`src/rtl/core/masked_pixel_bin_average_top_defines.svh`:
```
// ----------------------------------------------------------------------------
// Assertion macros for the masked pixel bin average block
// Shared overlapping-implication and next-cycle property forms. Each macro
// expects clk and rst_n to be visible in the scope where it is used.
// ----------------------------------------------------------------------------
`ifndef MASKED_PIXEL_BIN_AVERAGE_TOP_DEFINES_SVH
`define MASKED_PIXEL_BIN_AVERAGE_TOP_DEFINES_SVH

// The consequent must hold in the same cycle as the antecedent.
`define MPBA_ASSERT_IMPL(label, ante, cons, msg) \
    label: assert property (@(posedge clk) disable iff (!rst_n) (ante) |-> (cons)) \
        else $error(msg);

// The consequent must hold in the cycle after the antecedent.
`define MPBA_ASSERT_NEXT(label, ante, cons, msg) \
    label: assert property (@(posedge clk) disable iff (!rst_n) (ante) |=> (cons)) \
        else $error(msg);

`endif

```
`src/rtl/core/mpba_pkg.sv`:
```
// ----------------------------------------------------------------------------
// mpba_pkg
// Shared widths, register indexes, reset values and the queue item flags
// of the masked pixel bin average block.
// ----------------------------------------------------------------------------
`default_nettype none

package mpba_pkg;

    // Register and port field widths.
    localparam int BW_W       = 7;
    localparam int SW_W       = 13;
    localparam int OW_W       = 11;
    localparam int OH_W       = 13;
    localparam int COL_W      = 12;
    localparam int OROW_W     = 12;
    localparam int CFG_IDX_W  = 3;
    localparam int CFG_DATA_W = 13;
    localparam int PORT_PIX_W = 16;
    localparam int OUT_VAL_W  = 16;

    // Register indexes on the configuration port.
    localparam logic [CFG_IDX_W-1:0] REG_BIN_WIDTH    = 3'd0;
    localparam logic [CFG_IDX_W-1:0] REG_BIN_HEIGHT   = 3'd1;
    localparam logic [CFG_IDX_W-1:0] REG_SOURCE_WIDTH = 3'd2;
    localparam logic [CFG_IDX_W-1:0] REG_OUT_WIDTH    = 3'd3;
    localparam logic [CFG_IDX_W-1:0] REG_OUT_HEIGHT   = 3'd4;

    // Upper limits of the source width and output height registers.
    localparam logic [SW_W-1:0] SRC_WIDTH_MAX  = 13'd4096;
    localparam logic [OH_W-1:0] OUT_HEIGHT_MAX = 13'd4096;

    // Register values after reset.
    localparam logic [BW_W-1:0] BIN_WIDTH_RST    = 7'd2;
    localparam logic [BW_W-1:0] BIN_HEIGHT_RST   = 7'd2;
    localparam logic [SW_W-1:0] SOURCE_WIDTH_RST = 13'd1024;
    localparam logic [OW_W-1:0] OUT_WIDTH_RST    = 11'd512;
    localparam logic [OH_W-1:0] OUT_HEIGHT_RST   = 13'd512;

    // Depth of the queue between the front and the back.
    localparam int QUEUE_DEPTH = 4;
    localparam int PTR_W       = $clog2(QUEUE_DEPTH);

    // Classification of one pixel, decided by the front.
    typedef struct packed {
        logic pix_valid;
        logic first;
        logic last;
        logic row_end;
        logic frame_end;
    } item_flags_t;

endpackage

`default_nettype wire

```
`src/rtl/core/mpba_fifo.sv`:
```
// ----------------------------------------------------------------------------
// mpba_fifo
// Short register queue that decouples the classifying front from the
// accumulating back, so that each side can stall on its own.
// ----------------------------------------------------------------------------
`default_nettype none

`include "masked_pixel_bin_average_top_defines.svh"

module mpba_fifo #(
    parameter int DATA_W = 32
) (
    input  wire                 clk,
    input  wire                 rst_n,
    input  wire                 push_valid,
    output logic                push_ready,
    input  wire  [DATA_W-1:0]   push_data,
    output logic                pop_valid,
    input  wire                 pop_ready,
    output logic [DATA_W-1:0]   pop_data
);
    import mpba_pkg::*;

    logic [DATA_W-1:0] entry_reg [QUEUE_DEPTH];
    logic [PTR_W-1:0]  wr_ptr_reg;
    logic [PTR_W-1:0]  rd_ptr_reg;
    logic [PTR_W:0]    count_reg;
    logic              push_en;
    logic              pop_en;

    assign push_ready = count_reg != (PTR_W+1)'(QUEUE_DEPTH);
    assign pop_valid  = count_reg != '0;
    assign push_en    = push_valid && push_ready;
    assign pop_en     = pop_valid && pop_ready;
    assign pop_data   = entry_reg[rd_ptr_reg];

    // Pointers and fill level.
    always_ff @(posedge clk or negedge rst_n)
    begin
        if (!rst_n)
        begin
            wr_ptr_reg <= '0;
            rd_ptr_reg <= '0;
            count_reg  <= '0;
        end
        else
        begin
            if (push_en)
            begin
                wr_ptr_reg <= wr_ptr_reg + PTR_W'(1);
            end
            if (pop_en)
            begin
                rd_ptr_reg <= rd_ptr_reg + PTR_W'(1);
            end
            if (push_en && !pop_en)
            begin
                count_reg <= count_reg + (PTR_W+1)'(1);
            end
            else if (pop_en && !push_en)
            begin
                count_reg <= count_reg - (PTR_W+1)'(1);
            end
        end
    end

    // Entry storage.
    always_ff @(posedge clk)
    begin
        if (push_en)
        begin
            entry_reg[wr_ptr_reg] <= push_data;
        end
    end

    // The fill level follows every push and pop exactly.
    `MPBA_ASSERT_NEXT(a_count_tracks, 1'b1, count_reg == ($past(count_reg) + $past(push_en) - $past(pop_en)), "queue level mismatch")

endmodule

`default_nettype wire

```
`config.mk`:
```
export PLATFORM = sky130hd
export DESIGN_NAME = mpba_fifo
export DESIGN_NICKNAME = d
export VERILOG_FILES = /design/src/rtl/core/mpba_pkg.sv /design/src/rtl/core/mpba_fifo.sv
export VERILOG_INCLUDE_DIRS = /design/src /design/src/rtl/core
export SDC_FILE = /design/constraint.sdc
export NUM_CORES = 1
export LEC_CHECK = 0
export BUFFER_PORTS_ARGS = -buffer_cell sky130_fd_sc_hd__buf_2
export CAP_MARGIN = 20
export CORE_UTILIZATION = 61
export DETAILED_ROUTE_END_ITERATION = 8
export PLACE_DENSITY_LB_ADDON = 0.3
export SLEW_MARGIN = 25
export SYNTH_ARGS = -nofsm -noshare
export SYNTH_HDL_FRONTEND = slang
export SYNTH_SLANG_ARGS = --single-unit
```
`constraint.sdc`:
```
create_clock -name clk -period 4.18 [get_ports clk]
set_input_delay 1.045 -clock clk [delete_from_list [all_inputs] [get_ports clk]]
set_output_delay 1.045 -clock clk [all_outputs]
set_load 0.05 [all_outputs]
```
**Yosys cells after proc, flatten, opt, wreduce, memory -nomap -nowiden**

Memories as Yosys holds them, arrays and structs flattened.
Cells that the tools add are included.

- Register bits: 7
- Memory bits (writable): 128
- Bits of input ports: 36
- Output and inout bits: 34
- Logic and storage cells: 21
- Memories kept: 1

Memories:

| memory | words | width | rd ports | clocked after Yosys merged registers in | wr ports | line | source |
|---|---|---|---|---|---|---|---|
| entry_reg | 4 | 32 | 1 | 0 | 1 | mpba_fifo.sv:24 | `logic [DATA_W-1:0] entry_reg [QUEUE_DEPTH];` |

- Add/sub/neg operators: 4
- Eq/ne operators: 1
- Muxes and demuxes: 4
- Reduce and logical (&&, ||, !) cells: 8

Operators by type and width:

| kind | number |
|---|---|
| two-way mux 3 bit | 2 |
| adder 2 x 1 -> 2 bit, second input constant | 2 |
| logical AND 1 bit | 4 |
| adder 3 x 1 -> 3 bit, second input constant | 1 |
| inequality test 3 bit, second input constant | 1 |
| nonzero test 3 bit | 1 |
| subtractor 3 x 1 -> 3 bit, second input constant | 1 |
| logical NOT 1 bit | 2 |
| two-way mux 1 bit | 2 |
| nonzero test 2 bit | 1 |

**Longest topological paths before layout**

- Depth in word-level cells: 6
- Mapped depth: 8
- Gate-level depth less buffers: 8

**Worst setup path after synthesis**

OpenSTA, ideal clock, no wires.

- Kind: input -> register
- Start point: in push_valid
- End point: mem entry_reg[0][0], enable pin
- Setup time: 392 ps
- Data arrival time: 2138 ps
- Required time: 3788 ps
- Setup slack: 1650 ps
- Stages: 2
- Path buffers: 0
- Cells stage by stage: a21boi_2 > and2_1

- Word-level cells in the longest chain between the ends: 3

RTL lines:

| what | line | source |
|---|---|---|
| start, declared | mpba_fifo.sv:15 | `input wire push_valid,` |
| logical AND 1 bit | mpba_fifo.sv:33 | `assign push_en = push_valid && push_ready;` |
| two-way mux 1 bit | mpba_fifo.sv:70 | `if (push_en)` |
| two-way mux 1 bit (not written as such) | mpba_fifo.sv:72 | `entry_reg[wr_ptr_reg] <= push_data;` |
| end, declared | mpba_fifo.sv:24 |  |

Every way passes these cells.

**Final worst setup path**

- Start point: reg rd_ptr_reg[1]
- End point: out pop_data[25]

- Word-level cells in the longest chain between the ends: 1

RTL lines:

| what | line | source |
|---|---|---|
| start, declared | mpba_fifo.sv:26 | `logic [PTR_W-1:0] rd_ptr_reg;` |
| start signal, assigned | mpba_fifo.sv:54 | `rd_ptr_reg <= rd_ptr_reg + PTR_W'(1);` |
| memory (4 x 32 bit) | -- |  |
| end, declared | mpba_fifo.sv:20 | `output logic [DATA_W-1:0] pop_data` |

Every way passes these cells.

==> impl.org <==
** Synth
- Register area share after synthesis :: approximately four fifths
- Leading post-synthesis cells by cell area :: sky130_fd_sc_hd__edfxtp_1 76%, sky130_fd_sc_hd__mux4_2 12%, sky130_fd_sc_hd__dfrtp_1 3.5%, sky130_fd_sc_hd__mux4_1 2.1%, sky130_fd_sc_hd__ha_1 1.2%
- Leading cell type by number of instances after synthesis :: sky130_fd_sc_hd__edfxtp_1
- Counting flops with a built-in enable in the synthesized netlist gives 128.
- Synthesis Warnings :: 0
- The synthesized netlist occupies a cell area of 5080 um2.
- In the synthesized netlist the async set-or-reset flop fraction comes to 5.19%.
- Portion of synthesized cell area occupied by the leading cell type :: 75.7%
- Instance count of the mapped netlist :: approximately 200
- The biggest area contributor in the post-synthesis netlist is sky130_fd_sc_hd__edfxtp_1.
- Top post-synthesis cells by count :: 128 x sky130_fd_sc_hd__edfxtp_1, 28 x sky130_fd_sc_hd__mux4_2, 7 x sky130_fd_sc_hd__dfrtp_1, 5 x sky130_fd_sc_hd__ha_1
- Average footprint of a synthesized cell :: 25.0 um2
- Total nets after synthesis :: approximately 250
- In the synthesized netlist the dominant register cell turns out to be sky130_fd_sc_hd__edfxtp_1.
- The synthesized design contains 135 register bits.
- Distinct cell type count of the synthesized netlist :: 20

** Finish
- Total area of multi-input combinational cells :: 961 um2
- Count of antenna diodes in the layout :: 0
- Number of fill cells :: 392
- The finished cells cover between 6000 and 7000 um2.
- Final net count :: 328
- Max reg flops :: 128
- Register Area :: 4020 um2
- Cells with a size suffix above 1 make up 46.2% of the layout.
- Final core utilization :: 77.1%
- Layout area overhead :: 19.8%

** STA
- Setup TNS after final layout :: 0 ns
- Setup repair after global routing missed its margin :: false
- Slew at the pin closest to its max-slew limit :: 0.868 ns
- The final count of pins violating max slew was 0.
- Final count of hold timing violations :: 0
- Measured against its own limit, the worst slew margin works out to 42.1%.
- Minimum period implied by the final worst setup slack :: 3.37 ns
- Maximum clock frequency :: 296 MHz
- Finish-stage setup viols :: 0
- Worst clock skew :: about 0.0058 ns
- After layout, the worst path uses roughly four fifths of the clock period.

** Detailed routing
- Overall via count from detail_route :: 2312
- The routed design uses 414 um of met3 wire.
- After detailed routing, the met2 layer carries about 5000 um of wire.
- Routed via count divided by cell count :: 5.77
- Final antenna-violating net count :: 0
- The pre-antenna-repair detailed-routing pass consisted of 4 iterations.
- Post-Route WL :: 9150 um
- Detailed-route wire length on metal 1 :: roughly 3500 um
- In the final routed layout, each cell accounts on average for 22.8 um.
- The detailed router used layers up to and including met4.
- Number of remaining DRC errors :: 0
- In this run, the number of DRC markers left after iteration 0 of detailed routing was 140.

** Power
- Of the total power, the share spent switching nets is roughly 38%.
- Internal power component :: around 3.3 mW
- Power density relative to cell area :: 865 nW/um2
- Of the total power, combinational logic draws 35.2%.
- The analysis attributes to net switching a power of 1.97 mW.
- Total design power :: about 5.3 mW
- Leakage power :: 2.14 nW
- Clock Power Share :: roughly 28%
- Peak ir drop on the vdd network :: 746 uV
- Flop pwr share :: between 30% and 40%

** Global route
- Overall track demand over capacity in global routing :: 23.8%
- After global routing the overflow that remains totals 0.
- Vias in the first global route :: approximately 2600
- Initial antenna violation count :: 0
- Global-route wire length before repair :: between 10000 and 15000 um
- Entering global routing, the biggest net connects 33 pins.

** CTS
- The clock reaches the later pin of the worst-skew pair after roughly 0.51 ns.
- The root buffer cell chosen for the clock tree is sky130_fd_sc_hd__clkbuf_8.
- The number of setup buffers added after CTS is 0.
- # clock sinks :: 135
- After clock tree synthesis, the clock-pin slew on the worst setup and hold paths is roughly 0.060 ns.
- Hold repair after CTS inserted 0 buffers.
- Once the clock tree was built, the resizer swapped 0 gates to a different size.
- CTS HTree Levels :: 4
- TritonCTS created 17 clock buffers.
- CTS tree :: yes
- Max clock buf depth :: 2

** Min path
- Path type of the worst min-delay path :: in -> async

** Worst setup path
- Crit. End Element :: output pin
- Traced cell by cell, the critical path runs through buf_4, mux4_2, buf_2.
- Kind of start point of the critical path :: register
- Crit-path max cell delay :: 0.80 ns
- Critical Path Slowest Stage Cell :: sky130_fd_sc_hd__dfrtp_1
- The setup path with the least slack is of type reg -> out.
- At the worst endpoint, the required time is 3.13 ns.
- Maximum fanout encountered on the critical timing path :: 20
- Critical Path AT :: 2.33 ns

** Floorplanning
- The floorplan step defined a die boundary enclosing roughly 8700 um2.
- Area of the core region :: 7890 um2
- For this configuration, the core starts out at a cell density of 64.4%.
- Number of placed I/O pins :: 70
- Die Height :: 93.2 um
- Std-Cell Rows :: 32
- Die boundary width :: about 93 um

** Placed design
- Sum of net half-perimeters after detailed placement :: between 4000 and 5000 um
- Routability cong. :: between 0.6 and 0.7
- Number of I/O port buffers :: slightly below 70
- Summing all placed instances gives a cell area of 5490 um2.

** Job
- Number of maximum-capacitance violations :: 0

** Outcome
- Status :: finished, final reports clean
-- worst max-delay path: cells and delay by family, from the launching register on --
kind                   cells  cell delay (ns)
buffers and inverters      2             0.64
flip-flops                 1             0.80
multiplexers               1             0.37
-- cell usage in the layout (no fill, tap or decap) --
cell                           n
sky130_fd_sc_hd__a21boi_2      1
sky130_fd_sc_hd__and2_2        4
sky130_fd_sc_hd__buf_2        69
sky130_fd_sc_hd__buf_4         3
sky130_fd_sc_hd__bufinv_16     3
sky130_fd_sc_hd__clkbuf_1      2
sky130_fd_sc_hd__clkbuf_16    16
sky130_fd_sc_hd__clkbuf_8      1
sky130_fd_sc_hd__clkinv_4      1
sky130_fd_sc_hd__clkinvlp_4    5
sky130_fd_sc_hd__dfrtp_1       6
sky130_fd_sc_hd__dfrtp_2       1
sky130_fd_sc_hd__edfxtp_1    128
sky130_fd_sc_hd__fa_1          1
sky130_fd_sc_hd__ha_1          5
sky130_fd_sc_hd__inv_1         3
sky130_fd_sc_hd__inv_6         4
sky130_fd_sc_hd__mux2_2        2
sky130_fd_sc_hd__mux4_1        4
sky130_fd_sc_hd__mux4_2       28
sky130_fd_sc_hd__nand2_1       2
sky130_fd_sc_hd__nand3_1       1
sky130_fd_sc_hd__nor2_1        2
sky130_fd_sc_hd__or3_1         1
sky130_fd_sc_hd__xnor2_1       4
sky130_fd_sc_hd__xor2_1        2
-- logic make-up after synthesis --
family | after synthesis | share of synthesized area, %
compound gates | 1 | 0.222
xor+xnor | 6 | 1.04
fa+ha+maj | 6 | 1.63
buf+inv | 11 | 2.00
flops | 135 | 79.2
mux | 34 | 14.9
simple gates | 10 | 1.01
-- metal layers --
layer	vias up	track usage [%]
met5	-	0
met4	0	12.3
met3	17	6.18
met2	81	40.9
met1	1192	27.7
li1	1022	-
-- final timing paths --
kind                            cells past startpoint           from       endpoint  slack (ns)
worst max-delay path                                3  rd_ptr_reg[1]   pop_data[25]        0.81
worst min register to register                      1   count_reg[2]   count_reg[2]        0.53
worst max register to register                      8   count_reg[1]   count_reg[2]        2.03
min in group clk                                    1   count_reg[2]   count_reg[2]        0.53
max in group asynchronous                           1          rst_n  rd_ptr_reg[0]        3.65
worst min-delay path                                1          rst_n   count_reg[0]        0.36
-- layout make-up --
| cell class | instances | area share [%] |
|---|---|---|
| Tap cell | 102 | 2.10 |
| Inverter | 3 | 0.185 |
| Clock inverter | 13 | 2.82 |
| Multi-Input combinational cell | 57 | 15.8 |
| Clock buffer | 19 | 6.93 |
| Timing Repair Buffer | 72 | 6.05 |
| Sequential cell | 135 | 66.1 |
-- through the flow --
| stage | worst slack (ns) | hold slack, ns | instances |
|---|---|---|---|
| 3_3_place_gp | 1.40 | 0.517 | 369 |
| 3_5_place_dp | 1.39 | 0.517 | 369 |
| 6_report | 0.807 | 0.357 | 401 |
| 5_1_grt | 0.729 | 0.348 | 401 |
| 4_1_cts | 0.787 | 0.346 | 401 |
| 2_1_floorplan | 1.65 | 0.493 | 203 |
-- power groups by stage --
stage                     registers, mW  logic, mW  clock network (mW)
after floorplan                    1.88       1.58                   0
after global placement             1.92       1.84                   0
after detailed placement           1.94       1.86                   0
after CTS                          1.93       1.88                1.49
after global routing               1.95       1.95                1.54
final                              1.93       1.85                1.48
(Power assumes the default switching activity.)
