File: src/rtl/core/masked_pixel_bin_average_top_defines.svh
// ----------------------------------------------------------------------------
// Assertion macros for the masked pixel bin average block
// Shared overlapping-implication and next-cycle property forms. Each macro
// expects clk and rst_n to be visible in the scope where it is used.
// ----------------------------------------------------------------------------
`ifndef MASKED_PIXEL_BIN_AVERAGE_TOP_DEFINES_SVH
`define MASKED_PIXEL_BIN_AVERAGE_TOP_DEFINES_SVH

// The consequent must hold in the same cycle as the antecedent.
`define MPBA_ASSERT_IMPL(label, ante, cons, msg) \
    label: assert property (@(posedge clk) disable iff (!rst_n) (ante) |-> (cons)) \
        else $error(msg);

// The consequent must hold in the cycle after the antecedent.
`define MPBA_ASSERT_NEXT(label, ante, cons, msg) \
    label: assert property (@(posedge clk) disable iff (!rst_n) (ante) |=> (cons)) \
        else $error(msg);

`endif

File: src/rtl/core/mpba_pkg.sv
// ----------------------------------------------------------------------------
// mpba_pkg
// Shared widths, register indexes, reset values and the queue item flags
// of the masked pixel bin average block.
// ----------------------------------------------------------------------------
`default_nettype none

package mpba_pkg;

    // Register and port field widths.
    localparam int BW_W       = 7;
    localparam int SW_W       = 13;
    localparam int OW_W       = 11;
    localparam int OH_W       = 13;
    localparam int COL_W      = 12;
    localparam int OROW_W     = 12;
    localparam int CFG_IDX_W  = 3;
    localparam int CFG_DATA_W = 13;
    localparam int PORT_PIX_W = 16;
    localparam int OUT_VAL_W  = 16;

    // Register indexes on the configuration port.
    localparam logic [CFG_IDX_W-1:0] REG_BIN_WIDTH    = 3'd0;
    localparam logic [CFG_IDX_W-1:0] REG_BIN_HEIGHT   = 3'd1;
    localparam logic [CFG_IDX_W-1:0] REG_SOURCE_WIDTH = 3'd2;
    localparam logic [CFG_IDX_W-1:0] REG_OUT_WIDTH    = 3'd3;
    localparam logic [CFG_IDX_W-1:0] REG_OUT_HEIGHT   = 3'd4;

    // Upper limits of the source width and output height registers.
    localparam logic [SW_W-1:0] SRC_WIDTH_MAX  = 13'd4096;
    localparam logic [OH_W-1:0] OUT_HEIGHT_MAX = 13'd4096;

    // Register values after reset.
    localparam logic [BW_W-1:0] BIN_WIDTH_RST    = 7'd2;
    localparam logic [BW_W-1:0] BIN_HEIGHT_RST   = 7'd2;
    localparam logic [SW_W-1:0] SOURCE_WIDTH_RST = 13'd1024;
    localparam logic [OW_W-1:0] OUT_WIDTH_RST    = 11'd512;
    localparam logic [OH_W-1:0] OUT_HEIGHT_RST   = 13'd512;

    // Depth of the queue between the front and the back.
    localparam int QUEUE_DEPTH = 4;
    localparam int PTR_W       = $clog2(QUEUE_DEPTH);

    // Classification of one pixel, decided by the front.
    typedef struct packed {
        logic pix_valid;
        logic first;
        logic last;
        logic row_end;
        logic frame_end;
    } item_flags_t;

endpackage

`default_nettype wire

File: src/rtl/core/mpba_front.sv
// ----------------------------------------------------------------------------
// mpba_front
// Holds the configuration registers and the raster position counters,
// takes one pixel beat per cycle while the queue has room and classifies it for the back part.
// ----------------------------------------------------------------------------
`default_nettype none

`include "masked_pixel_bin_average_top_defines.svh"

module mpba_front #(
    parameter int MAX_OUT_WIDTH = 1024,
    parameter int PIXEL_BITS    = 16,
    parameter int MAX_BIN       = 64,
    parameter int ADDR_W        = 10
) (
    input  wire                               clk,
    input  wire                               rst_n,
    input  wire                               in_valid,
    output logic                              in_ready,
    input  wire  [mpba_pkg::PORT_PIX_W-1:0]   pixel,
    input  wire                               valid_req,
    input  wire                               cfg_valid,
    input  wire  [mpba_pkg::CFG_IDX_W-1:0]    cfg_index,
    input  wire  [mpba_pkg::CFG_DATA_W-1:0]   cfg_data,
    output logic                              push_valid,
    input  wire                               push_ready,
    output logic [PIXEL_BITS-1:0]             push_pixel,
    output logic [ADDR_W-1:0]                 push_slot,
    output mpba_pkg::item_flags_t             push_flags
);
    import mpba_pkg::*;

    // Configuration registers.
    logic [BW_W-1:0] bin_width_reg, bin_width_next;
    logic [BW_W-1:0] bin_height_reg, bin_height_next;
    logic [SW_W-1:0] src_width_reg, src_width_next;
    logic [OW_W-1:0] out_width_reg, out_width_next;
    logic [OH_W-1:0] out_height_reg, out_height_next;

    // Raster position.
    logic [COL_W-1:0]  col_reg, col_next;
    logic [BW_W-1:0]   sub_reg, sub_next;
    logic [OW_W-1:0]   bin_reg, bin_next;
    logic [BW_W-1:0]   row_reg, row_next;
    logic [OROW_W-1:0] orow_reg, orow_next;
    logic              frame_done_reg, frame_done_next;

    logic [BW_W-1:0] cfg_bw_val;
    logic [BW_W-1:0] cfg_bh_val;
    logic [SW_W-1:0] cfg_sw_val;
    logic [OW_W-1:0] cfg_ow_val;
    logic [OH_W-1:0] cfg_oh_val;
    logic            restart;

    logic [SW_W-1:0] col_inc;
    logic [BW_W-1:0] sub_inc;
    logic [BW_W-1:0] row_inc;
    logic            in_range;
    logic            last_col;
    logic            in_accept;

    // Clamp the written value: zero becomes one, too large becomes the maximum.
    assign cfg_bw_val = (cfg_data[BW_W-1:0] == '0) ? BW_W'(1) :
                        (32'(cfg_data[BW_W-1:0]) > MAX_BIN) ? BW_W'(MAX_BIN) :
                        cfg_data[BW_W-1:0];
    assign cfg_bh_val = (cfg_data[BW_W-1:0] == '0) ? BW_W'(1) :
                        (32'(cfg_data[BW_W-1:0]) > MAX_BIN) ? BW_W'(MAX_BIN) :
                        cfg_data[BW_W-1:0];
    assign cfg_sw_val = (cfg_data[SW_W-1:0] == '0) ? SW_W'(1) :
                        (cfg_data[SW_W-1:0] > SRC_WIDTH_MAX) ? SRC_WIDTH_MAX :
                        cfg_data[SW_W-1:0];
    assign cfg_ow_val = (cfg_data[OW_W-1:0] == '0) ? OW_W'(1) :
                        (32'(cfg_data[OW_W-1:0]) > MAX_OUT_WIDTH) ? OW_W'(MAX_OUT_WIDTH) :
                        cfg_data[OW_W-1:0];
    assign cfg_oh_val = (cfg_data[OH_W-1:0] == '0) ? OH_W'(1) :
                        (cfg_data[OH_W-1:0] > OUT_HEIGHT_MAX) ? OUT_HEIGHT_MAX :
                        cfg_data[OH_W-1:0];

    // Classify the pixel at the current raster position.
    assign in_range = bin_reg < out_width_reg;
    assign last_col = bin_reg == (out_width_reg - OW_W'(1));

    assign push_pixel           = pixel[PIXEL_BITS-1:0];
    assign push_slot            = ADDR_W'(bin_reg);
    assign push_flags.pix_valid = valid_req;
    assign push_flags.first     = (row_reg == '0) && (sub_reg == '0);
    assign push_flags.last      = (row_reg == (bin_height_reg - BW_W'(1))) &&
                                  (sub_reg == (bin_width_reg - BW_W'(1)));
    assign push_flags.row_end   = last_col;
    assign push_flags.frame_end = last_col &&
                                  (OH_W'(orow_reg) == (out_height_reg - OH_W'(1)));

    // Pixels outside the binned area and after the frame are dropped at once.
    assign push_valid = in_valid && !frame_done_reg && in_range;
    assign in_ready   = frame_done_reg || !in_range || push_ready;
    assign in_accept  = in_valid && in_ready;

    assign col_inc = SW_W'(col_reg) + SW_W'(1);
    assign sub_inc = sub_reg + BW_W'(1);
    assign row_inc = row_reg + BW_W'(1);

    // Next state of the registers and the raster counters.
    always_comb
    begin
        bin_width_next  = bin_width_reg;
        bin_height_next = bin_height_reg;
        src_width_next  = src_width_reg;
        out_width_next  = out_width_reg;
        out_height_next = out_height_reg;
        col_next        = col_reg;
        sub_next        = sub_reg;
        bin_next        = bin_reg;
        row_next        = row_reg;
        orow_next       = orow_reg;
        frame_done_next = frame_done_reg;
        restart         = 1'b0;

        if (cfg_valid)
        begin
            case (cfg_index)
                REG_BIN_WIDTH:
                begin
                    bin_width_next = cfg_bw_val;
                    restart        = 1'b1;
                end
                REG_BIN_HEIGHT:
                begin
                    bin_height_next = cfg_bh_val;
                    restart         = 1'b1;
                end
                REG_SOURCE_WIDTH:
                begin
                    src_width_next = cfg_sw_val;
                    restart        = 1'b1;
                end
                REG_OUT_WIDTH:
                begin
                    out_width_next = cfg_ow_val;
                    restart        = 1'b1;
                end
                REG_OUT_HEIGHT:
                begin
                    out_height_next = cfg_oh_val;
                    restart         = 1'b1;
                end
                default:
                begin
                    restart = 1'b0;
                end
            endcase
        end

        if (restart)
        begin
            col_next        = '0;
            sub_next        = '0;
            bin_next        = '0;
            row_next        = '0;
            orow_next       = '0;
            frame_done_next = 1'b0;
        end
        else if (in_accept && !frame_done_reg)
        begin
            if (col_inc >= src_width_reg)
            begin
                // End of a source row.
                col_next = '0;
                sub_next = '0;
                bin_next = '0;
                if (row_inc >= bin_height_reg)
                begin
                    row_next = '0;
                    if (OH_W'(orow_reg) >= (out_height_reg - OH_W'(1)))
                    begin
                        frame_done_next = 1'b1;
                    end
                    else
                    begin
                        orow_next = orow_reg + OROW_W'(1);
                    end
                end
                else
                begin
                    row_next = row_inc;
                end
            end
            else
            begin
                col_next = col_inc[COL_W-1:0];
                if (sub_inc == bin_width_reg)
                begin
                    sub_next = '0;
                    if (bin_reg != out_width_reg)
                    begin
                        bin_next = bin_reg + OW_W'(1);
                    end
                end
                else
                begin
                    sub_next = sub_inc;
                end
            end
        end
    end

    // Register update.
    always_ff @(posedge clk or negedge rst_n)
    begin
        if (!rst_n)
        begin
            bin_width_reg  <= BIN_WIDTH_RST;
            bin_height_reg <= BIN_HEIGHT_RST;
            src_width_reg  <= SOURCE_WIDTH_RST;
            out_width_reg  <= OUT_WIDTH_RST;
            out_height_reg <= OUT_HEIGHT_RST;
            col_reg        <= '0;
            sub_reg        <= '0;
            bin_reg        <= '0;
            row_reg        <= '0;
            orow_reg       <= '0;
            frame_done_reg <= 1'b0;
        end
        else
        begin
            bin_width_reg  <= bin_width_next;
            bin_height_reg <= bin_height_next;
            src_width_reg  <= src_width_next;
            out_width_reg  <= out_width_next;
            out_height_reg <= out_height_next;
            col_reg        <= col_next;
            sub_reg        <= sub_next;
            bin_reg        <= bin_next;
            row_reg        <= row_next;
            orow_reg       <= orow_next;
            frame_done_reg <= frame_done_next;
        end
    end

    // The bin index saturates at the output width and never passes it.
    `MPBA_ASSERT_IMPL(a_bin_in_bounds, 1'b1, bin_reg <= out_width_reg, "bin index past width")
    // The column within a bin stays below the bin width.
    `MPBA_ASSERT_IMPL(a_sub_in_bin, 1'b1, sub_reg < bin_width_reg, "sub-column out of bin")
    // The row within a bin stays below the bin height.
    `MPBA_ASSERT_IMPL(a_row_in_bin, 1'b1, row_reg < bin_height_reg, "row out of bin")

endmodule

`default_nettype wire

File: config.mk
export PLATFORM = sky130hd
export DESIGN_NAME = mpba_front
export DESIGN_NICKNAME = d
export VERILOG_FILES = /design/src/rtl/core/mpba_pkg.sv /design/src/rtl/core/mpba_front.sv
export VERILOG_INCLUDE_DIRS = /design/src /design/src/rtl/core
export SDC_FILE = /design/constraint.sdc
export NUM_CORES = 1
export LEC_CHECK = 0
export CORE_ASPECT_RATIO = 1.75
export CORE_MARGIN = 2
export CORE_UTILIZATION = 50
export CTS_BUF_LIST = sky130_fd_sc_hd__clkbuf_8 sky130_fd_sc_hd__clkbuf_16
export DETAILED_ROUTE_END_ITERATION = 16
export DONT_BUFFER_PORTS = 1
export PLACE_DENSITY = 0.77
export SKIP_LAST_GASP = 1
export SLEW_MARGIN = 20
export SYNTH_ARGS = -nofsm -noshare
export SYNTH_HDL_FRONTEND = slang
export SYNTH_SLANG_ARGS = --single-unit
File: constraint.sdc
create_clock -name clk -period 3.5 [get_ports clk]
set_clock_uncertainty 0.05 [all_clocks]
set_input_delay 0 -clock clk [delete_from_list [all_inputs] [get_ports clk]]
set_output_delay 0 -clock clk [all_outputs]
set_load 0.05 [all_outputs]
# --- After elaboration in Yosys (flattened, before gate mapping) ---
# Index checks and enable logic that the tools add are counted.
totals:
  ff_bits: 101
  in_bits: 38
  out_inout_bits: 33
  word_cells: 105
op_classes:
  addsub: 9
  n_lt_le_gt_ge: 7
  eq_ne: 11
  muxes: 34
  reduce_logical: 33
ops:
  columns: ["operator", "count"]
  rows:
  - ["$mux 12", 8]
  - ["$mux 11", 7]
  - ["$mux 7", 10]
  - ["$mux 13", 2]
  - ["$eq 7x7->1", 3]
  - ["$logic_not 7->1", 3]
  - ["$add 7x1->7 const B", 2]
  - ["$sub 7x1->7 const B", 2]
  - ["$add 12x1->13 const B", 1]
  - ["$eq 12x13->1", 1]
  - ["$ge 12x13->1", 1]
  - ["$ge 13x13->1", 1]
  - ["$gt 13x13->1 const B", 1]
  - ["$logic_not 13->1", 1]
  - ["$sub 13x1->13 const B", 1]
  - ["$add 12x1->12 const B", 1]
  - ["$reduce_and 2->1", 6]
  - ["$add 11x1->11 const B", 1]
  - ["$eq 11x11->1", 1]
  - ["$gt 11x11->1 const B", 1]
  - ["$logic_not 11->1", 1]
  - ["$lt 11x11->1", 1]
  - ["$ne 11x11->1", 1]
  - ["$sub 11x1->11 const B", 1]
  - ["other kinds (16)", 36]

# --- Longest topological paths before layout ---
# Gate-level depths: netlist of run 1.
depth:
  depth_word: 8
  mapped_depth: 15
  mapped_depth_nobuf: 13

# --- Worst setup path before layout of run 1 ---
# No wires, ideal clock.
synth_timing:
  path_kind: "reg-to-reg"
  from: "reg col_reg[2]"
  to: "reg orow_reg[11]"
  setup_time_ns: 0.078
  arrival_ns: 3.244
  t_required_ns: 3.372
  setup_slack_ns: 0.128
  path_stages_with_launch: 13
  path_buffers: 1
  period_less_slack_ns: 3.372
  cell_sequence: "dfrtp_1 -> and3_1 -> and3_1 -> and3_1 -> and3_1 -> xor2_1 -> ha_1 -> nand4_1 -> o41ai_2 -> nand2_1 -> clkbuf_2 -> or4_1 -> a21oi_1"
synth_via:
  elab_chain_cells: 4
synth_lines:
  columns: ["item", "line_no", "text"]
  rows:
  - ["start: declaration", "mpba_front.sv:41", "logic [COL_W-1:0] col_reg, col_next;"]
  - ["start signal: assignment", "mpba_front.sv:230", "col_reg <= col_next;"]
  - ["$add 12x1->13", "mpba_front.sv:98", "assign col_inc = SW_W'(col_reg) + SW_W'(1);"]
  - ["$ge 13x13->1", "mpba_front.sv:164", "if (col_inc >= src_width_reg)"]
  - ["$reduce_bool 2->1 (no line)", null, null]
  - ["$reduce_and 4->1 (no line)", null, null]
  - ["end signal: assignment", "mpba_front.sv:234", "orow_reg <= orow_next;"]
  - ["end: declaration", "mpba_front.sv:45", "logic [OROW_W-1:0] orow_reg, orow_next;"]
# Every way passes these cells.
# A chain may end at the register's enable or synchronous reset.

# --- Worst setup path after layout of run 1 ---
layout_timing:
  from: "reg out_height_reg[1]"
  to: "reg orow_reg[3]"
layout_via:
  elab_chain_cells: 4
layout_lines:
  columns: ["item", "line_no", "text"]
  rows:
  - ["start: declaration", "mpba_front.sv:38", "logic [OH_W-1:0] out_height_reg, out_height_next;"]
  - ["start signal: assignment", "mpba_front.sv:229", "out_height_reg <= out_height_next;"]
  - ["$sub 13x1->13", "mpba_front.sv:173", "if (OH_W'(orow_reg) >= (out_height_reg - OH_W'(1)))"]
  - ["$ge 12x13->1", "mpba_front.sv:173", null]
  - ["$ne 2x2->1 (no line)", null, null]
  - ["$reduce_and 4->1 (no line)", null, null]
# Every way passes these cells.

==> results.sh, run 1 <==
export IMPL_drive_above_1_share_pct=14.1
export IMPL_synth_cell_types=64
export IMPL_die_x_um=94.3
export IMPL_p_leak_uw=0.00371
export IMPL_top_level_ports=71
export IMPL_regArea_um2=2530
export IMPL_synthTopCellsByArea="dfrtp_1 (34%), ha_1 (9.5%), xnor2_1 (5.2%), nand2_1 (4.7%), o21ai_0 (3.6%)"
export IMPL_grt_pass1_vias=5907
export IMPL_dpl_cell_area_um2=7340
export IMPL_crit_path_end_kind="flip-flop"
export IMPL_synth_async_reset_ratio_pct=100
export IMPL_avgSynthCellArea_um2=8.79
export IMPL_cts_tree="yes"
export IMPL_postRouteWirelength_mm=18.3
export IMPL_synth_common_cells="dfrtp_1 (96), nand2_1 (89), ha_1 (54)"
export IMPL_setup_viol=0
export IMPL_cts_num_sinks=101
export IMPL_hold_viol=0
export IMPL_hold_class="in2reg"
export IMPL_cts_buffers=9
export IMPL_grt_max_degree=102
export IMPL_switchingPower_uw=1670
export IMPL_antenna_cells=0
export IMPL_h_tree_depth=3
export IMPL_ys_seq_area_share_pct=35.5
export IMPL_port_buffers=0
export IMPL_grt_pass1_wl_mm=29.0
export IMPL_drt_initial_drc_count=458
export IMPL_synth_edf_count=0
export IMPL_timing_fmax_ghz=0.295
export IMPL_vias=6174
export IMPL_insertion_delay_ns=0.35
export IMPL_yosys_register_bits=101
export IMPL_syn2layout_area_growth_pct=16.4
export IMPL_worst_pin_slew_ns=0.838
export IMPL_avgViaCountPerCell=6.00
export IMPL_postLayoutCellArea_um2=8310
export IMPL_nFillCells=1164
export IMPL_ant_nets=0
export IMPL_drtPass1Iterations=5
export IMPL_synth_most_common_cell="dfrtp_1"
export IMPL_comb_power_share_pct=40.5
export IMPL_outcome="finished, final reports clean"
export IMPL_antenna_found_initial=0
export IMPL_ir_drop_uv=367
export IMPL_drt_wirelength_per_cell_um=17.7
export IMPL_synth_net_count=904
export IMPL_multi_input_area_um2=4310
export IMPL_min_period_ns=3.39
export IMPL_core_area_um2=13900
export IMPL_utilization_pct=59.7
export IMPL_switching_share_pct=38.5
export IMPL_drc=0
export IMPL_start_util_pct=51.3
export IMPL_clockBufferDepth=2
export IMPL_die_height_um=162
export IMPL_rsz0062_at_grt="yes"
export IMPL_final_max_slew_violation_count=0
export IMPL_critPathRequiredTime_ns=3.74
export IMPL_worstPathMaxFanout=8
export IMPL_synth_top_cell_area_share_pct=33.6
export IMPL_path_class="reg2reg"
export IMPL_overflow=0
export IMPL_syn_area_um2=7140
export IMPL_busiest_layer="met2"
export IMPL_critical_path_arrival_ns=3.63
export IMPL_netlist_instances=812
export IMPL_grtUsageMet1_pct=27.8
export IMPL_dpl_hpwl_mm=13.0
export IMPL_gp_congestion=0.899
export IMPL_place_ws_ns=-0.0650
export IMPL_synth_warnings=0
export IMPL_yosysTopAreaCell="dfrtp_1"
export IMPL_max_cap_violations=0
export IMPL_fp_row_count=57
export IMPL_nets=939
export IMPL_finalSetupTns_ns=0
export IMPL_groute_usage_overall_pct=24.0
export IMPL_p_per_area_nw_per_um2=523
export IMPL_pwr_share_clk_pct=24.0
export IMPL_post_route_period_util_pct=96.9
export IMPL_startpoint_type="flip-flop"
export IMPL_grtUsageMet3_pct=2.88
export IMPL_path_clk_slew_ns=0.07
export IMPL_ctsRootBufferMaster="clkbuf_16"
export IMPL_p_int_uw=2670
export IMPL_die_area_um2=15300
export IMPL_grt_util_met2_pct=44.2
export IMPL_synth_main_ff_cell="dfrtp_1"
export IMPL_setup_slack_ns=0.108
export IMPL_finalPower_uw=4340
export IMPL_p_seq_share_pct=35.5
export IMPL_max_slew_margin_rel_pct=44.2
-- power groups by stage --
stage                     clock network (uW)  logic (uW)  registers [uW]
after floorplan                            0        1240            1480
after global placement                     0        1460            1550
after detailed placement                   0        1500            1560
after CTS                               1050        1640            1540
after global routing                    1100        1950            1570
final                                   1040        1760            1540
-- kinds of logic after synthesis --
kind of cell | Yosys count | synth area share [%]
simple gates | 293 | 21.4
compound gates | 185 | 17.2
buf+inv | 107 | 7.29
flops | 101 | 35.5
xor+xnor | 63 | 7.83
fa+ha+maj | 55 | 9.60
mux | 8 | 1.24
-- through the flow --
stage	instances	hold slack [ns]
6_report	1029	0.0343
5_1_grt	1029	0.0605
4_1_cts	1022	0.0182
3_5_place_dp	968	-0.344
3_3_place_gp	968	-0.343
2_1_floorplan	812	-0.346
-- cell type report --
type / count / share of cell area, %
clock buffer: 11 / 3.04
clock inverter: 5 / 0.708
inverter: 46 / 2.08
multi-input combinational: 605 / 51.9
sequential: 101 / 30.5
tap: 177 / 2.67
timing repair buffer: 84 / 9.14
-- metal layers --
layer	vias up	routed length, um
li1	2963	-
met4	0	606
met3	34	772
met1	2996	7150
met5	-	0
met2	181	9730
-- final timing paths --
check                                        from                end  slack [ns]  cells after the start
worst max-delay path            out_height_reg[1]        orow_reg[3]        0.11                     14
worst max register to register  out_height_reg[1]        orow_reg[3]        0.11                     14
min in group asynchronous                   rst_n        orow_reg[1]        0.17                      2
worst min-delay path                    cfg_valid        orow_reg[1]        0.03                      3
max in group asynchronous                   rst_n         col_reg[0]        2.77                      2
worst min register to register  src_width_reg[10]  src_width_reg[10]        0.43                      2
-- critical path, cell delays in order, from the launching register on --
cell	delay [ns]
dfrtp_1	0.41
inv_2	0.08
ha_4	0.13
or3b_4	0.39
nor3_4	0.20
nand2_1	0.10
xor2_1	0.15
ha_1	0.35
a21oi_2	0.18
a21oi_2	0.09
a211oi_4	0.37
o31ai_4	0.19
buf_6	0.18
or4_1	0.39
nand2_1	0.07
-- what timing repair did --
action | in CTS | in global routing
endpoints found under the hold margin | 169 | 0
setup buffers | 0 | 6
resized for setup | 6 | 41
cloned | 0 | 2
endpoints found under the setup margin | 7 | 43
hold buffers | 38 | 0
pin swaps | 0 | 29
-- layout by cell type (no fill, tap or decap), types with 5 or more instances in the layout --
cell type,synthesis,final
nor2b_1,8,8
ha_1,54,53
o31ai_1,25,17
xor2_1,20,20
a22o_1,16,16
o211ai_1,5,5
nand3b_1,5,5
nand2_1,89,87
a21oi_1,19,15
inv_1,46,44
dfrtp_1,96,95
o21ai_1,25,27
o31ai_2,2,8
and2_1,5,5
nand2b_1,31,30
buf_4,28,41
clkbuf_16,0,9
and3_1,20,18
nand4_1,11,11
mux2_2,7,7
o311ai_1,5,5
or3_1,5,5
nor3_1,17,17
o21ai_0,51,49
nand3_1,34,32
dfstp_2,5,5
nor2_1,36,34
xnor2_1,42,42
a31oi_1,6,6
nor4_1,8,7
or4_1,10,8
dlygate4sd3_1,0,37
a21o_1,10,10
Note: power is estimated with default switching activity, not from simulation.
==> run 2: changes to the inputs <==
Settings changed: CTS_BUF_LIST sky130_fd_sc_hd__clkbuf_8 sky130_fd_sc_hd__clkbuf_16 to sky130_fd_sc_hd__clkbuf_4 sky130_fd_sc_hd__clkbuf_8.
==> results.sh, run 2 (synthesis gave the netlist of run 1 again) <==
export IMPL_dpl_hpwl_mm=13.0
export IMPL_hold_depth=4
export IMPL_nets=942
export IMPL_postRouteWirelength_mm=18.2
export IMPL_top_level_ports=71
export IMPL_grt_pass1_vias=5836
export IMPL_startpoint_type="flip-flop"
export IMPL_cts_buffers=9
export IMPL_min_period_ns=3.38
export IMPL_syn2layout_area_growth_pct=15.8
export IMPL_regArea_um2=2530
export IMPL_holdPathEnd="out_width_reg[0]"
export IMPL_p_per_area_nw_per_um2=499
export IMPL_setup_viol=0
export IMPL_place_ws_ns=-0.0650
export IMPL_gp_congestion=0.899
export IMPL_cts_tree="yes"
export IMPL_clockBufferDepth=2
export IMPL_drt_initial_drc_count=507
export IMPL_drt_wirelength_per_cell_um=17.6
export IMPL_die_height_um=162
export IMPL_cts_num_sinks=101
export IMPL_r2r_start="out_height_reg[1]"
export IMPL_die_area_um2=15300
export IMPL_path_clk_slew_ns=0.10
export IMPL_multi_input_area_um2=4320
export IMPL_h_tree_depth=3
export IMPL_fp_row_count=57
export IMPL_max_slew_margin_rel_pct=43.7
export IMPL_min_delay_start="cfg_data[9]"
export IMPL_setup_slack_ns=0.120
export IMPL_antenna_found_initial=0
export IMPL_outcome="finished, final reports clean"
export IMPL_grt_pass1_wl_mm=28.9
export IMPL_final_max_slew_violation_count=0
export IMPL_post_route_period_util_pct=96.6
export IMPL_vias=6154
export IMPL_finalPower_uw=4130
export IMPL_final_common_cell="dfrtp_1"
export IMPL_worst_pin_slew_ns=0.845
export IMPL_dpl_cell_count=968
export IMPL_avgViaCountPerCell=5.96
export IMPL_critical_path_arrival_ns=3.66
export IMPL_critPathRequiredTime_ns=3.78
export IMPL_worstPathMaxFanout=8
export IMPL_timing_fmax_ghz=0.296
export IMPL_max_cap_violations=0
export IMPL_start_util_pct=51.3
export IMPL_path_class="reg2reg"
export IMPL_core_area_um2=13900
export IMPL_postLayoutCellArea_um2=8270
export IMPL_overflow=0
export IMPL_insertion_delay_ns=0.38
export IMPL_r2r_cells=14
export IMPL_final_cell_mix="dfrtp_1 (95), nand2_1 (87), ha_1 (53)"
export IMPL_dpl_cell_area_um2=7340
export IMPL_antenna_cells=0
export IMPL_ir_drop_uv=284
export IMPL_ant_nets=0
export IMPL_ctsRootBufferMaster="clkbuf_8"
export IMPL_final_cells=1032
export IMPL_hold_class="in2reg"
export IMPL_drive_above_1_share_pct=14.5
export IMPL_p_leak_uw=0.00368
export IMPL_crit_path_end_kind="flip-flop"
export IMPL_nFillCells=1175
export IMPL_drtPass1Iterations=5
export IMPL_drc=0
export IMPL_rsz0062_at_grt="yes"
export IMPL_die_x_um=94.3
export IMPL_worst_r2r_setup_slack_ns=0.12
export IMPL_port_buffers=0
export IMPL_grt_max_degree=102
export IMPL_groute_usage_overall_pct=24.0
export IMPL_r2r_end="orow_reg[3]"
export IMPL_hold_viol=0
==> run 2: stage by stage <==
step                      hold WS, ns  setup TNS [ns]  utilization (%)
after floorplan                -0.346               0                -
after global placement         -0.343               0             52.8
after detailed placement       -0.344          -0.109             52.8
after CTS                     0.00760         -0.0377             57.4
after global routing           0.0422          -0.167             59.5
final                          0.0136               0             59.5
==> run 2: what timing repair did <==
item | 4_1_cts | 5_1_grt
pin swaps | 0 | 29
buffers inserted | 0 | 9
resized for setup | 4 | 47
hold buffers | 39 | 0
endpoints found under the hold margin | 172 | 0
cloned | 0 | 1
endpoints found under the setup margin | 9 | 44
==> run 2: final cells by class <==
class	count	area share, %
clock buffer	12	1.92
sequential	101	30.7
clock inverter	4	0.666
tap	177	2.68
inverter	46	2.09
multi-input combinational	605	52.2
timing repair buffer	87	9.76
==> run 2: routing by layer <==
layer	vias to the layer above	track usage (%)	wire, um
met4	0	9.49	505
li1	2954	-	-
met2	170	43.6	9840
met5	-	0	0
met1	3003	28.5	7070
met3	27	2.60	734
==> run 2: worst max path at each step <==
| stage | startpoint | endpoint | slack, ns |
|---|---|---|---|
| 2_1_floorplan | col_reg[2] | orow_reg[11] | 0.13 |
| 5_1_grt | col_reg[0] | orow_reg[10] | -0.04 |
| 6_report | out_height_reg[1] | orow_reg[3] | 0.12 |
| 4_1_cts | col_reg[4] | bin_reg[4] | -0.02 |
| 3_3_place_gp | out_height_reg[0] | orow_reg[3] | 0.05 |
| 3_5_place_dp | out_height_reg[1] | orow_reg[0] | -0.06 |
==> run 2: critical path, cell delays in order (launching register included) <==
cell and delay (ns):
dfrtp_1 0.42, inv_2 0.08, ha_4 0.13, or3b_4 0.39, nor3_4 0.21, nand2_1 0.10
xor2_1 0.15, ha_1 0.35, a21oi_2 0.18, a21oi_2 0.09, a211oi_4 0.36, o31ai_4 0.18
buf_6 0.18, or4_1 0.39, nand2_1 0.07
==> run 2: power breakdown <==
part | leakage [uW] | switching [uW] | internal [uW]
registers | 0.00134 | 214 | 1330
logic | 0.00224 | 1010 | 775
clock network | 0.000107 | 417 | 382
==> run 3: changes to the inputs <==
Settings changed: RECOVER_POWER set to 50.
==> results.sh, run 3 (synthesis gave the netlist of run 1 again) <==
export IMPL_outcome="finished, violations left"
export IMPL_violations="capacitance limit, slew limit"
export IMPL_final_max_slew_violation_count=102
export IMPL_r2r_cells=14
export IMPL_max_cap_violations=1
export IMPL_overflow=0
export IMPL_drt_wirelength_per_cell_um=17.6
export IMPL_worstPathMaxFanout=8
export IMPL_port_buffers=0
export IMPL_die_x_um=94.3
export IMPL_grtUsageMet3_pct=2.60
export IMPL_crit_path_end_kind="flip-flop"
export IMPL_h_tree_depth=3
export IMPL_groute_usage_overall_pct=24.0
export IMPL_timing_fmax_ghz=0.296
export IMPL_fp_row_count=57
export IMPL_drt_initial_drc_count=452
export IMPL_hold_viol=0
export IMPL_drtPass1Iterations=5
export IMPL_start_util_pct=51.3
export IMPL_p_leak_uw=0.00367
export IMPL_vias=6186
export IMPL_clockBufferDepth=2
export IMPL_hold_depth=4
export IMPL_die_height_um=162
export IMPL_grt_util_met2_pct=43.6
export IMPL_grt_pass1_vias=5836
export IMPL_path_class="reg2reg"
export IMPL_top_level_ports=71
export IMPL_cts_tree="yes"
export IMPL_grt_pass1_wl_mm=28.9
export IMPL_dpl_cell_count=968
export IMPL_postRouteWirelength_mm=18.2
export IMPL_avgViaCountPerCell=5.99
export IMPL_worst_r2r_setup_slack_ns=0.12
export IMPL_nets=942
export IMPL_drc=0
export IMPL_setup_viol=0
export IMPL_antenna_found_initial=0
export IMPL_startpoint_type="flip-flop"
export IMPL_min_delay_start="cfg_data[9]"
export IMPL_die_area_um2=15300
export IMPL_post_route_period_util_pct=96.5
export IMPL_busiest_layer="met2"
export IMPL_core_area_um2=13900
export IMPL_final_cells=1032
export IMPL_rsz0062_at_grt="yes"
export IMPL_ant_nets=0
export IMPL_cts_buffers=9
export IMPL_drive_above_1_share_pct=14.5
export IMPL_r2r_end="orow_reg[3]"
export IMPL_finalPower_uw=4130
export IMPL_final_cell_mix="dfrtp_1 (95), nand2_1 (87), ha_1 (53)"
export IMPL_cts_num_sinks=101
export IMPL_grtUsageMet1_pct=28.5
export IMPL_ir_drop_uv=284
export IMPL_r2r_start="out_height_reg[1]"
export IMPL_hold_class="in2reg"
export IMPL_max_slew_margin_rel_pct=-70.4
export IMPL_p_per_area_nw_per_um2=501
export IMPL_grt_max_degree=102
export IMPL_nFillCells=1178
export IMPL_insertion_delay_ns=0.38
export IMPL_syn2layout_area_growth_pct=15.5
export IMPL_dpl_hpwl_mm=13.0
export IMPL_critPathRequiredTime_ns=3.78
export IMPL_gp_congestion=0.899
export IMPL_final_common_cell="dfrtp_1"
export IMPL_critical_path_arrival_ns=3.66
export IMPL_worst_pin_slew_ns=2.56
export IMPL_antenna_cells=0
export IMPL_min_period_ns=3.38
export IMPL_path_clk_slew_ns=0.10
export IMPL_ctsRootBufferMaster="clkbuf_8"
export IMPL_holdPathEnd="out_width_reg[0]"
-- run 3: cell count changes in the layout (fill, tap and decap cells not counted) --
cell | previous run | this run
clkbuf_2 | 0 | 1
buf_16 | 1 | 0
-- run 3: where the power goes --
group | switching [uW] | total (uW) | leakage [uW] | internal (uW)
sequential | 215 | 1540 | 0.00134 | 1330
combinational | 1010 | 1790 | 0.00223 | 772
clock | 420 | 802 | 0.000107 | 382
total | 1650 | 4130 | 0.00367 | 2480
-- run 3: layer usage --
layer | vias to the layer above | share of wire [%]
met4 | 0 | 2.9
li1 | 2963 | -
met3 | 29 | 4.2
met2 | 183 | 54
met5 | - | 0
met1 | 3011 | 39
-- run 3: area by class of cell --
class / count / area (um2) / area share, %
clock buffer: 12 / 159 / 1.93
clock inverter: 4 / 55.1 / 0.667
inverter: 46 / 173 / 2.09
multi-input combinational: 605 / 4320 / 52.4
sequential: 101 / 2530 / 30.7
tap: 177 / 221 / 2.69
timing repair buffer: 87 / 785 / 9.51
-- run 3: critical path, cell delays in order, from the launching register on --
cell and delay [ns]:
dfrtp_1 0.42, inv_2 0.08, ha_4 0.13, or3b_4 0.39, nor3_4 0.21, nand2_1 0.10, xor2_1 0.15, ha_1 0.35
a21oi_2 0.18, a21oi_2 0.09, a211oi_4 0.35, o31ai_4 0.18, buf_6 0.18, or4_1 0.39, nand2_1 0.07
-- run 3: metrics by stage --
| stage | TNS (ns) | utilization (%) | instance area, um2 | setup slack, ns | hold slack (ns) |
|---|---|---|---|---|---|
| 2_1_floorplan | 0 | - | 7140 | 0.128 | -0.346 |
| 3_3_place_gp | 0 | 52.8 | 7340 | 0.0460 | -0.343 |
| 3_5_place_dp | -0.109 | 52.8 | 7340 | -0.0650 | -0.344 |
| 4_1_cts | -0.0377 | 57.4 | 7980 | -0.0154 | 0.00760 |
| 5_1_grt | -0.167 | 59.3 | 8250 | -0.0375 | 0.0422 |
| 6_report | 0 | 59.3 | 8250 | 0.123 | 0.0154 |
-- run 3: how the worst max path moves through the flow --
| stage | slack (ns) | endpoint | from | depth (start not counted) |
|---|---|---|---|---|
| 2_1_floorplan | 0.13 | orow_reg[11] | col_reg[2] | 12 |
| 3_3_place_gp | 0.05 | orow_reg[3] | out_height_reg[0] | 14 |
| 3_5_place_dp | -0.06 | orow_reg[0] | out_height_reg[1] | 13 |
| 4_1_cts | -0.02 | bin_reg[4] | col_reg[4] | 15 |
| 5_1_grt | -0.04 | orow_reg[10] | col_reg[0] | 12 |
| 6_report | 0.12 | orow_reg[3] | out_height_reg[1] | 14 |
-- run 3: what timing repair did --
action,in CTS,in global routing
hold buffers,39,0
gates cloned,0,1
hold endpoints to repair,172,0
gates resized for setup,4,47
setup endpoints to repair,9,44
buffers inserted,0,9
pin swaps,0,29
